**config.mk**
```make
export PLATFORM = sky130hd
export DESIGN_NAME = double_ended_queue
export DESIGN_NICKNAME = d
export VERILOG_FILES = /design/src/rtl/dq_pkg.sv /design/src/rtl/dq_ram.sv /design/src/rtl/dq_ctrl.sv /design/src/rtl/double_ended_queue.sv
export SDC_FILE = /design/constraint.sdc
export NUM_CORES = 1
export LEC_CHECK = 0
export BUFFER_PORTS_ARGS = -buffer_cell sky130_fd_sc_hd__buf_2
export CAP_MARGIN = 20
export CORE_AREA = 2 2 250 252
export DETAILED_ROUTE_END_ITERATION = 8
export DIE_AREA = 0 0 252 254
export GPL_TIMING_DRIVEN = 1
export HOLD_SLACK_MARGIN = 0.05
export PLACE_DENSITY = 0.81
export SLEW_MARGIN = 5
export SYNTH_ARGS = -nofsm -noshare
export SYNTH_HDL_FRONTEND = slang
export SYNTH_SLANG_ARGS = --single-unit
export TNS_END_PERCENT = 10
```
**constraint.sdc**
```tcl
create_clock -name clk -period 3.3 [get_ports clk]
set_input_delay 0.66 -clock clk [delete_from_list [all_inputs] [get_ports clk]]
set_output_delay 0.66 -clock clk [all_outputs]
set_load 0.005 [all_outputs]
```
**src/rtl/dq_pkg.sv**
```systemverilog
package dq_pkg;

    localparam int WORD_W = 32;
    localparam int OP_W   = 3;
    localparam int ST_W   = 2;
    localparam int OCC_W  = 5;

    localparam logic [OP_W-1:0] OP_PUSH_FRONT = 3'd0;
    localparam logic [OP_W-1:0] OP_PUSH_REAR  = 3'd1;
    localparam logic [OP_W-1:0] OP_POP_FRONT  = 3'd2;
    localparam logic [OP_W-1:0] OP_POP_REAR   = 3'd3;

    localparam logic [ST_W-1:0] STATUS_OK    = 2'd0;
    localparam logic [ST_W-1:0] STATUS_EMPTY = 2'd1;
    localparam logic [ST_W-1:0] STATUS_FULL  = 2'd2;

    localparam logic signed [WORD_W-1:0] NONE_WORD = -32'sd1;

    typedef enum logic [1:0] {
        S_IDLE,
        S_READ,
        S_REPLY
    } dq_state_t;

    typedef struct packed {
        logic [OP_W-1:0]          op;
        logic signed [WORD_W-1:0] push_value;
    } dq_request_t;

    typedef struct packed {
        logic signed [WORD_W-1:0] popped_value;
        logic [ST_W-1:0]          status;
        logic signed [WORD_W-1:0] front_value;
        logic signed [WORD_W-1:0] rear_value;
        logic [OCC_W-1:0]         occupancy;
        logic                     is_empty;
        logic                     is_full;
    } dq_result_t;

endpackage

```
**src/rtl/dq_ram.sv**
```systemverilog
module dq_ram #(
    parameter int DEPTH = 16,
    parameter int IDX_W = 4
) (
    input  logic                              clk,
    input  logic                              we,
    input  logic [IDX_W-1:0]                  wr_addr,
    input  logic signed [dq_pkg::WORD_W-1:0]  wr_data,
    input  logic [IDX_W-1:0]                  rd_addr_a,
    input  logic [IDX_W-1:0]                  rd_addr_b,
    output logic signed [dq_pkg::WORD_W-1:0]  rd_data_a,
    output logic signed [dq_pkg::WORD_W-1:0]  rd_data_b
);

    logic signed [dq_pkg::WORD_W-1:0] mem [DEPTH];

    always_ff @(posedge clk)
    begin
        if (we)
        begin
            mem[wr_addr] <= wr_data;
        end
        rd_data_a <= mem[rd_addr_a];
        rd_data_b <= mem[rd_addr_b];
    end

endmodule

```
**src/rtl/dq_ctrl.sv**
```systemverilog
module dq_ctrl #(
    parameter int DEPTH = 16,
    parameter int IDX_W = 4,
    parameter int CNT_W = 5
) (
    input  logic                              clk,
    input  logic                              rst_n,
    input  logic                              start,
    output logic                              busy,
    input  dq_pkg::dq_request_t               request,
    output logic                              done,
    output dq_pkg::dq_result_t                result,
    output logic                              we,
    output logic [IDX_W-1:0]                  wr_addr,
    output logic signed [dq_pkg::WORD_W-1:0]  wr_data,
    output logic [IDX_W-1:0]                  rd_addr_a,
    output logic [IDX_W-1:0]                  rd_addr_b,
    input  logic signed [dq_pkg::WORD_W-1:0]  rd_data_a,
    input  logic signed [dq_pkg::WORD_W-1:0]  rd_data_b
);

    localparam logic [IDX_W-1:0] LAST_IDX = IDX_W'(DEPTH - 1);
    localparam logic [CNT_W-1:0] FULL_CNT = CNT_W'(DEPTH);

    dq_pkg::dq_state_t                state_reg, state_next;
    logic [IDX_W-1:0]                 head_reg, head_next;
    logic [IDX_W-1:0]                 tail_reg, tail_next;
    logic [CNT_W-1:0]                 count_reg, count_next;
    logic [dq_pkg::ST_W-1:0]          status_reg, status_next;
    logic signed [dq_pkg::WORD_W-1:0] popped_reg, popped_next;
    logic signed [dq_pkg::WORD_W-1:0] front_reg, front_next;
    logic signed [dq_pkg::WORD_W-1:0] rear_reg, rear_next;
    logic [IDX_W-1:0]                 head_prev, head_succ, tail_prev, tail_succ;
    logic                             is_empty, is_full;

    assign head_prev = (head_reg == '0) ? LAST_IDX : head_reg - IDX_W'(1);
    assign head_succ = (head_reg == LAST_IDX) ? '0 : head_reg + IDX_W'(1);
    assign tail_prev = (tail_reg == '0) ? LAST_IDX : tail_reg - IDX_W'(1);
    assign tail_succ = (tail_reg == LAST_IDX) ? '0 : tail_reg + IDX_W'(1);
    assign is_empty  = (count_reg == '0);
    assign is_full   = (count_reg == FULL_CNT);

    assign rd_addr_a = head_reg;
    assign rd_addr_b = tail_prev;

    always_ff @(posedge clk or negedge rst_n)
    begin
        if (!rst_n)
        begin
            state_reg <= dq_pkg::S_IDLE;
            head_reg  <= '0;
            tail_reg  <= '0;
            count_reg <= '0;
            front_reg <= dq_pkg::NONE_WORD;
            rear_reg  <= dq_pkg::NONE_WORD;
        end
        else
        begin
            state_reg <= state_next;
            head_reg  <= head_next;
            tail_reg  <= tail_next;
            count_reg <= count_next;
            front_reg <= front_next;
            rear_reg  <= rear_next;
        end
    end

    always_ff @(posedge clk)
    begin
        status_reg <= status_next;
        popped_reg <= popped_next;
    end

    always_comb
    begin
        state_next  = state_reg;
        head_next   = head_reg;
        tail_next   = tail_reg;
        count_next  = count_reg;
        status_next = status_reg;
        popped_next = popped_reg;
        front_next  = front_reg;
        rear_next   = rear_reg;
        we          = 1'b0;
        wr_addr     = tail_reg;
        wr_data     = request.push_value;
        busy        = (state_reg != dq_pkg::S_IDLE);
        done        = 1'b0;
        result      = '0;
        case (state_reg)
            dq_pkg::S_IDLE:
            begin
                if (start)
                begin
                    state_next  = dq_pkg::S_READ;
                    status_next = dq_pkg::STATUS_OK;
                    popped_next = dq_pkg::NONE_WORD;
                    case (request.op)
                        dq_pkg::OP_PUSH_FRONT:
                        begin
                            if (is_full)
                            begin
                                status_next = dq_pkg::STATUS_FULL;
                            end
                            else
                            begin
                                we         = 1'b1;
                                wr_addr    = head_prev;
                                head_next  = head_prev;
                                count_next = count_reg + CNT_W'(1);
                            end
                        end
                        dq_pkg::OP_PUSH_REAR:
                        begin
                            if (is_full)
                            begin
                                status_next = dq_pkg::STATUS_FULL;
                            end
                            else
                            begin
                                we         = 1'b1;
                                wr_addr    = tail_reg;
                                tail_next  = tail_succ;
                                count_next = count_reg + CNT_W'(1);
                            end
                        end
                        dq_pkg::OP_POP_FRONT:
                        begin
                            if (is_empty)
                            begin
                                status_next = dq_pkg::STATUS_EMPTY;
                            end
                            else
                            begin
                                popped_next = front_reg;
                                head_next   = head_succ;
                                count_next  = count_reg - CNT_W'(1);
                            end
                        end
                        dq_pkg::OP_POP_REAR:
                        begin
                            if (is_empty)
                            begin
                                status_next = dq_pkg::STATUS_EMPTY;
                            end
                            else
                            begin
                                popped_next = rear_reg;
                                tail_next   = tail_prev;
                                count_next  = count_reg - CNT_W'(1);
                            end
                        end
                        default:
                        begin
                        end
                    endcase
                end
            end
            dq_pkg::S_READ:
            begin
                state_next = dq_pkg::S_REPLY;
            end
            dq_pkg::S_REPLY:
            begin
                state_next          = dq_pkg::S_IDLE;
                front_next          = is_empty ? dq_pkg::NONE_WORD : rd_data_a;
                rear_next           = is_empty ? dq_pkg::NONE_WORD : rd_data_b;
                done                = 1'b1;
                result.popped_value = popped_reg;
                result.status       = status_reg;
                result.front_value  = front_next;
                result.rear_value   = rear_next;
                result.occupancy    = dq_pkg::OCC_W'(count_reg);
                result.is_empty     = is_empty;
                result.is_full      = is_full;
            end
            default:
            begin
                state_next = dq_pkg::S_IDLE;
            end
        endcase
    end

endmodule

```
**src/rtl/double_ended_queue.sv**
```systemverilog
// Bounded double-ended queue of signed 32-bit words held in a DEPTH-entry ring
// memory. An item is taken when start is high and busy is low; it pushes at
// the front or rear, pops from the front or rear, or only queries. Each item
// runs through the S_IDLE, S_READ and S_REPLY states in turn: in S_IDLE the
// accept updates the pointers and writes the ring, in S_READ the new front and
// rear entries are read from the memory's two read ports, and S_REPLY presents
// the result with done high for exactly one cycle. The receiver cannot stall,
// so the result must be captured in the cycle done is high; busy stays high
// until then. A pop from an empty queue returns -1 with the empty status, and
// a push into a full queue is refused with the full status. The occupancy
// field carries the low five bits of the count.
module double_ended_queue #(
    parameter int DEPTH = 16
) (
    input  logic                clk,
    input  logic                rst_n,
    input  logic                start,
    output logic                busy,
    input  dq_pkg::dq_request_t request,
    output logic                done,
    output dq_pkg::dq_result_t  result
);

    localparam int IDX_W = (DEPTH > 1) ? $clog2(DEPTH) : 1;
    localparam int CNT_W = $clog2(DEPTH + 1);

    logic                             we;
    logic [IDX_W-1:0]                 wr_addr;
    logic signed [dq_pkg::WORD_W-1:0] wr_data;
    logic [IDX_W-1:0]                 rd_addr_a;
    logic [IDX_W-1:0]                 rd_addr_b;
    logic signed [dq_pkg::WORD_W-1:0] rd_data_a;
    logic signed [dq_pkg::WORD_W-1:0] rd_data_b;

    dq_ctrl #(
        .DEPTH (DEPTH),
        .IDX_W (IDX_W),
        .CNT_W (CNT_W)
    ) u_ctrl (
        .clk       (clk),
        .rst_n     (rst_n),
        .start     (start),
        .busy      (busy),
        .request   (request),
        .done      (done),
        .result    (result),
        .we        (we),
        .wr_addr   (wr_addr),
        .wr_data   (wr_data),
        .rd_addr_a (rd_addr_a),
        .rd_addr_b (rd_addr_b),
        .rd_data_a (rd_data_a),
        .rd_data_b (rd_data_b)
    );

    dq_ram #(
        .DEPTH (DEPTH),
        .IDX_W (IDX_W)
    ) u_ram (
        .clk       (clk),
        .we        (we),
        .wr_addr   (wr_addr),
        .wr_data   (wr_data),
        .rd_addr_a (rd_addr_a),
        .rd_addr_b (rd_addr_b),
        .rd_data_a (rd_data_a),
        .rd_data_b (rd_data_b)
    );

endmodule
```
==> impl_metrics.ini <==
[routing]
routed.top_layer = met5
dr_wl_met2_um = 39500
dr.first_iter.drc_count = 2304
drt-vias-per-instance = 6.51
wl_um = 79100
drt-met1-wl_um = 27900
met3WireLength_um = 9040
routedWlPerCell_um = 28.8
drt_pass1_iterations = 8
vias = 17900
drcViolationCount = 0
drtAntennaViolNets = 0

[sta]
report.final.slew_viol_count = 0
worst_slew_pin_slew_ns = 0.848
fin_ws_ns = 0.152
fin_crit_ns = 3.15
rsz0062_at_grt = no
setup_violations = 0
slew_headroom_pct = 43.4
finalHoldViolCount = 0
totalNegativeSetupSlack_ns = 0
max_freq_mhz = 318
finalCritPeriodShare_pct = 95.4
fin_skew_ns = 0.0258

[run_status]
status = completed

[synth]
synth_enable_flop_cells = 546
yosysMostFrequentCell = edfxtp_1
yosysTopAreaCell = edfxtp_1
avgSynthCellArea_um2 = 17.7
ys_types = 53
ys_warn_count = 0
synthTopCellsByCount = edfxtp_1, mux4_2, nand2_1, nor2_1, clkbuf_1
async_flop_share_pct = 11.5
synth_fp_nets = 1761
syn_inst = 1714
yosys_register_bits = 689
ys_seq_area_share_pct = 65.1
yosys-top-cells-area = edfxtp_1, mux4_2, dfstp_2
synth_area_mm2 = 0.0303
synth_top_area_share_pct = 54.1
synth-main-ff-cell = edfxtp_1

[finish]
layout.cells.non_filler = 2743
drive_gt1_share_pct = 36.6
largest_reg_flops = 512
n_fill_cell = 4384
top_register = u_ram.mem
syn2layout_area_growth_pct = 14.9
postLayoutCellArea_mm2 = 0.0348
utilization_pct = 56.9
finalNetCount = 1944
final-seq-area_mm2 = 0.0197
multi_input_area_mm2 = 0.00997

[placement]
gp_congestion = 0.863
place_inst = 2613
place_hpwl_um = 48800
pre_cts_slack_ns = 0.257
io_buffers = 144
dpl_cell_area_mm2 = 0.0326

[worst_setup_path]
cp_top_family = simple AND/OR/NAND/NOR gates
r2r_slack_ns = 0.43
cp_max_fo = 33
criticalPathCategory = flop to primary output
crit_path_max_incr_delay_ns = 0.48
rr_worst_depth = 9
path_cells = nor4_4, and2b_4, buf_12, nor2_1, nor2_1, buf_2
cp_slowest_cell = dfrtp_1
cp-start-kind = flop
end_kind = primary output
critPathRequiredTime_ns = 2.64
worst_path_most_repeated_cell = nor2_1
path_buf_inv = 2
cp.arrival_ns = 2.49
cp.depth = 6

[floorplanning]
die_area_mm2 = 0.0640
ioPinCount = 145
core-area_mm2 = 0.0613
chipHeight_um = 254
die_w_um = 252
initial_utilization_pct = 49.5
num_rows = 91

[clock_network]
clkLatencyLatePin_ns = 0.61
numCtsBuffers = 67
root_buffer = clkbuf_16
h-tree-depth = 3
cts_tree = built
cts_sinks = 689
cts_max_path_buffers = 3
path_clk_slew_ns = 0.06

[pwr]
ir_drop_uv = 945
p_leak_nw = 12.3
power_density_mw_per_mm2 = 905

[global_routing]
grt_max_degree = 135
grt_pass1_vias = 18400
grt.total_usage_pct = 25.0
grt_first_pass_wirelength_um = 118000
grt_antenna_before_repair = 11
overflow = 0

[flow_run]
cap_viol_max_count = 0

[hold_path]
min-delay-path-class = primary input to flop
whs_path_depth = 1
==> final timing paths <==
path / from / to
worst max-delay path: u_ctrl.count_reg[1]$_DFFE_PN0P_ / result[25]
worst min-delay path: request[2] / u_ram.mem[11][2]$_DFFE_PP_
worst max register to register: u_ctrl.count_reg[1]$_DFFE_PN0P_ / u_ram.mem[5][21]$_DFFE_PP_
worst min register to register: u_ctrl.rear_reg[7]$_DFFE_PN1P_ / u_ctrl.rear_reg[7]$_DFFE_PN1P_
max in group asynchronous: rst_n / u_ctrl.rear_reg[18]$_DFFE_PN1P_
min in group asynchronous: rst_n / u_ctrl.count_reg[0]$_DFFE_PN0P_
==> per-layer routing <==
| layer | vias up | global-route usage [%] |
|---|---|---|
| met2 | 1244 | 41.7 |
| met5 | - | 0 |
| met4 | 10 | 9.23 |
| met3 | 190 | 7.01 |
| met1 | 9246 | 31.5 |
| li1 | 7169 | - |
==> layout by cell type, fill, tap and decap left out, drive strengths merged, types with 37 or more instances in the layout <==
master | synthesis | layout
clkbuf | 69 | 92
nor2 | 152 | 152
dfxtp | 64 | 64
nand2 | 156 | 156
inv | 43 | 44
dfstp | 64 | 64
buf | 49 | 230
mux2i | 37 | 37
and2 | 42 | 42
edfxtp | 546 | 546
a21o | 68 | 68
mux4 | 287 | 287
==> cells by family (layout without fill, tap and decap cells) <==
family / Yosys count / count (layout) / share of synthesized area (%)
flops: 689 / 689 / 65.1
simple gates: 372 / 372 / 5.21
mux: 326 / 326 / 22.7
buf+inv: 161 / 394 / 2.67
compound gates: 147 / 147 / 3.61
xor+xnor: 10 / 10 / 0.289
fa+ha+maj: 9 / 9 / 0.396
other cells: 0 / 6 / 0
==> repair_timing <==
action | CTS | global route
setup buffers | 0 | 3
hold endpoints to repair | 15 | 0
resized for setup | 0 | 2
endpoints found under the setup margin | 0 | 25
hold buffers | 1 | 0
==> layout make-up <==
| class | count | area share [%] |
|---|---|---|
| antenna | 6 | 0.0431 |
| clock buffer | 91 | 5.44 |
| clock inverter | 28 | 0.643 |
| inverter | 43 | 0.463 |
| multi-input combinational | 864 | 28.6 |
| sequential | 689 | 56.7 |
| tap | 790 | 2.84 |
| timing repair buffer | 232 | 5.29 |
==> power by group <==
part / internal (mW) / leakage, nW / switching, mW
sequential: 10.8 / 6.27 / 0.793
clock: 4.27 / 1.04 / 3.21
combinational: 5.86 / 5.00 / 6.61
total: 20.9 / 12.3 / 10.6
==> metrics by stage <==
stage / total power, mW / hold WS, ns
2_1_floorplan: 20.0 / 0.364
3_3_place_gp: 23.5 / 0.496
3_5_place_dp: 23.8 / 0.501
4_1_cts: 31.4 / 0.411
5_1_grt: 32.7 / 0.436
6_report: 31.5 / 0.432
(Power assumes the default switching activity.)
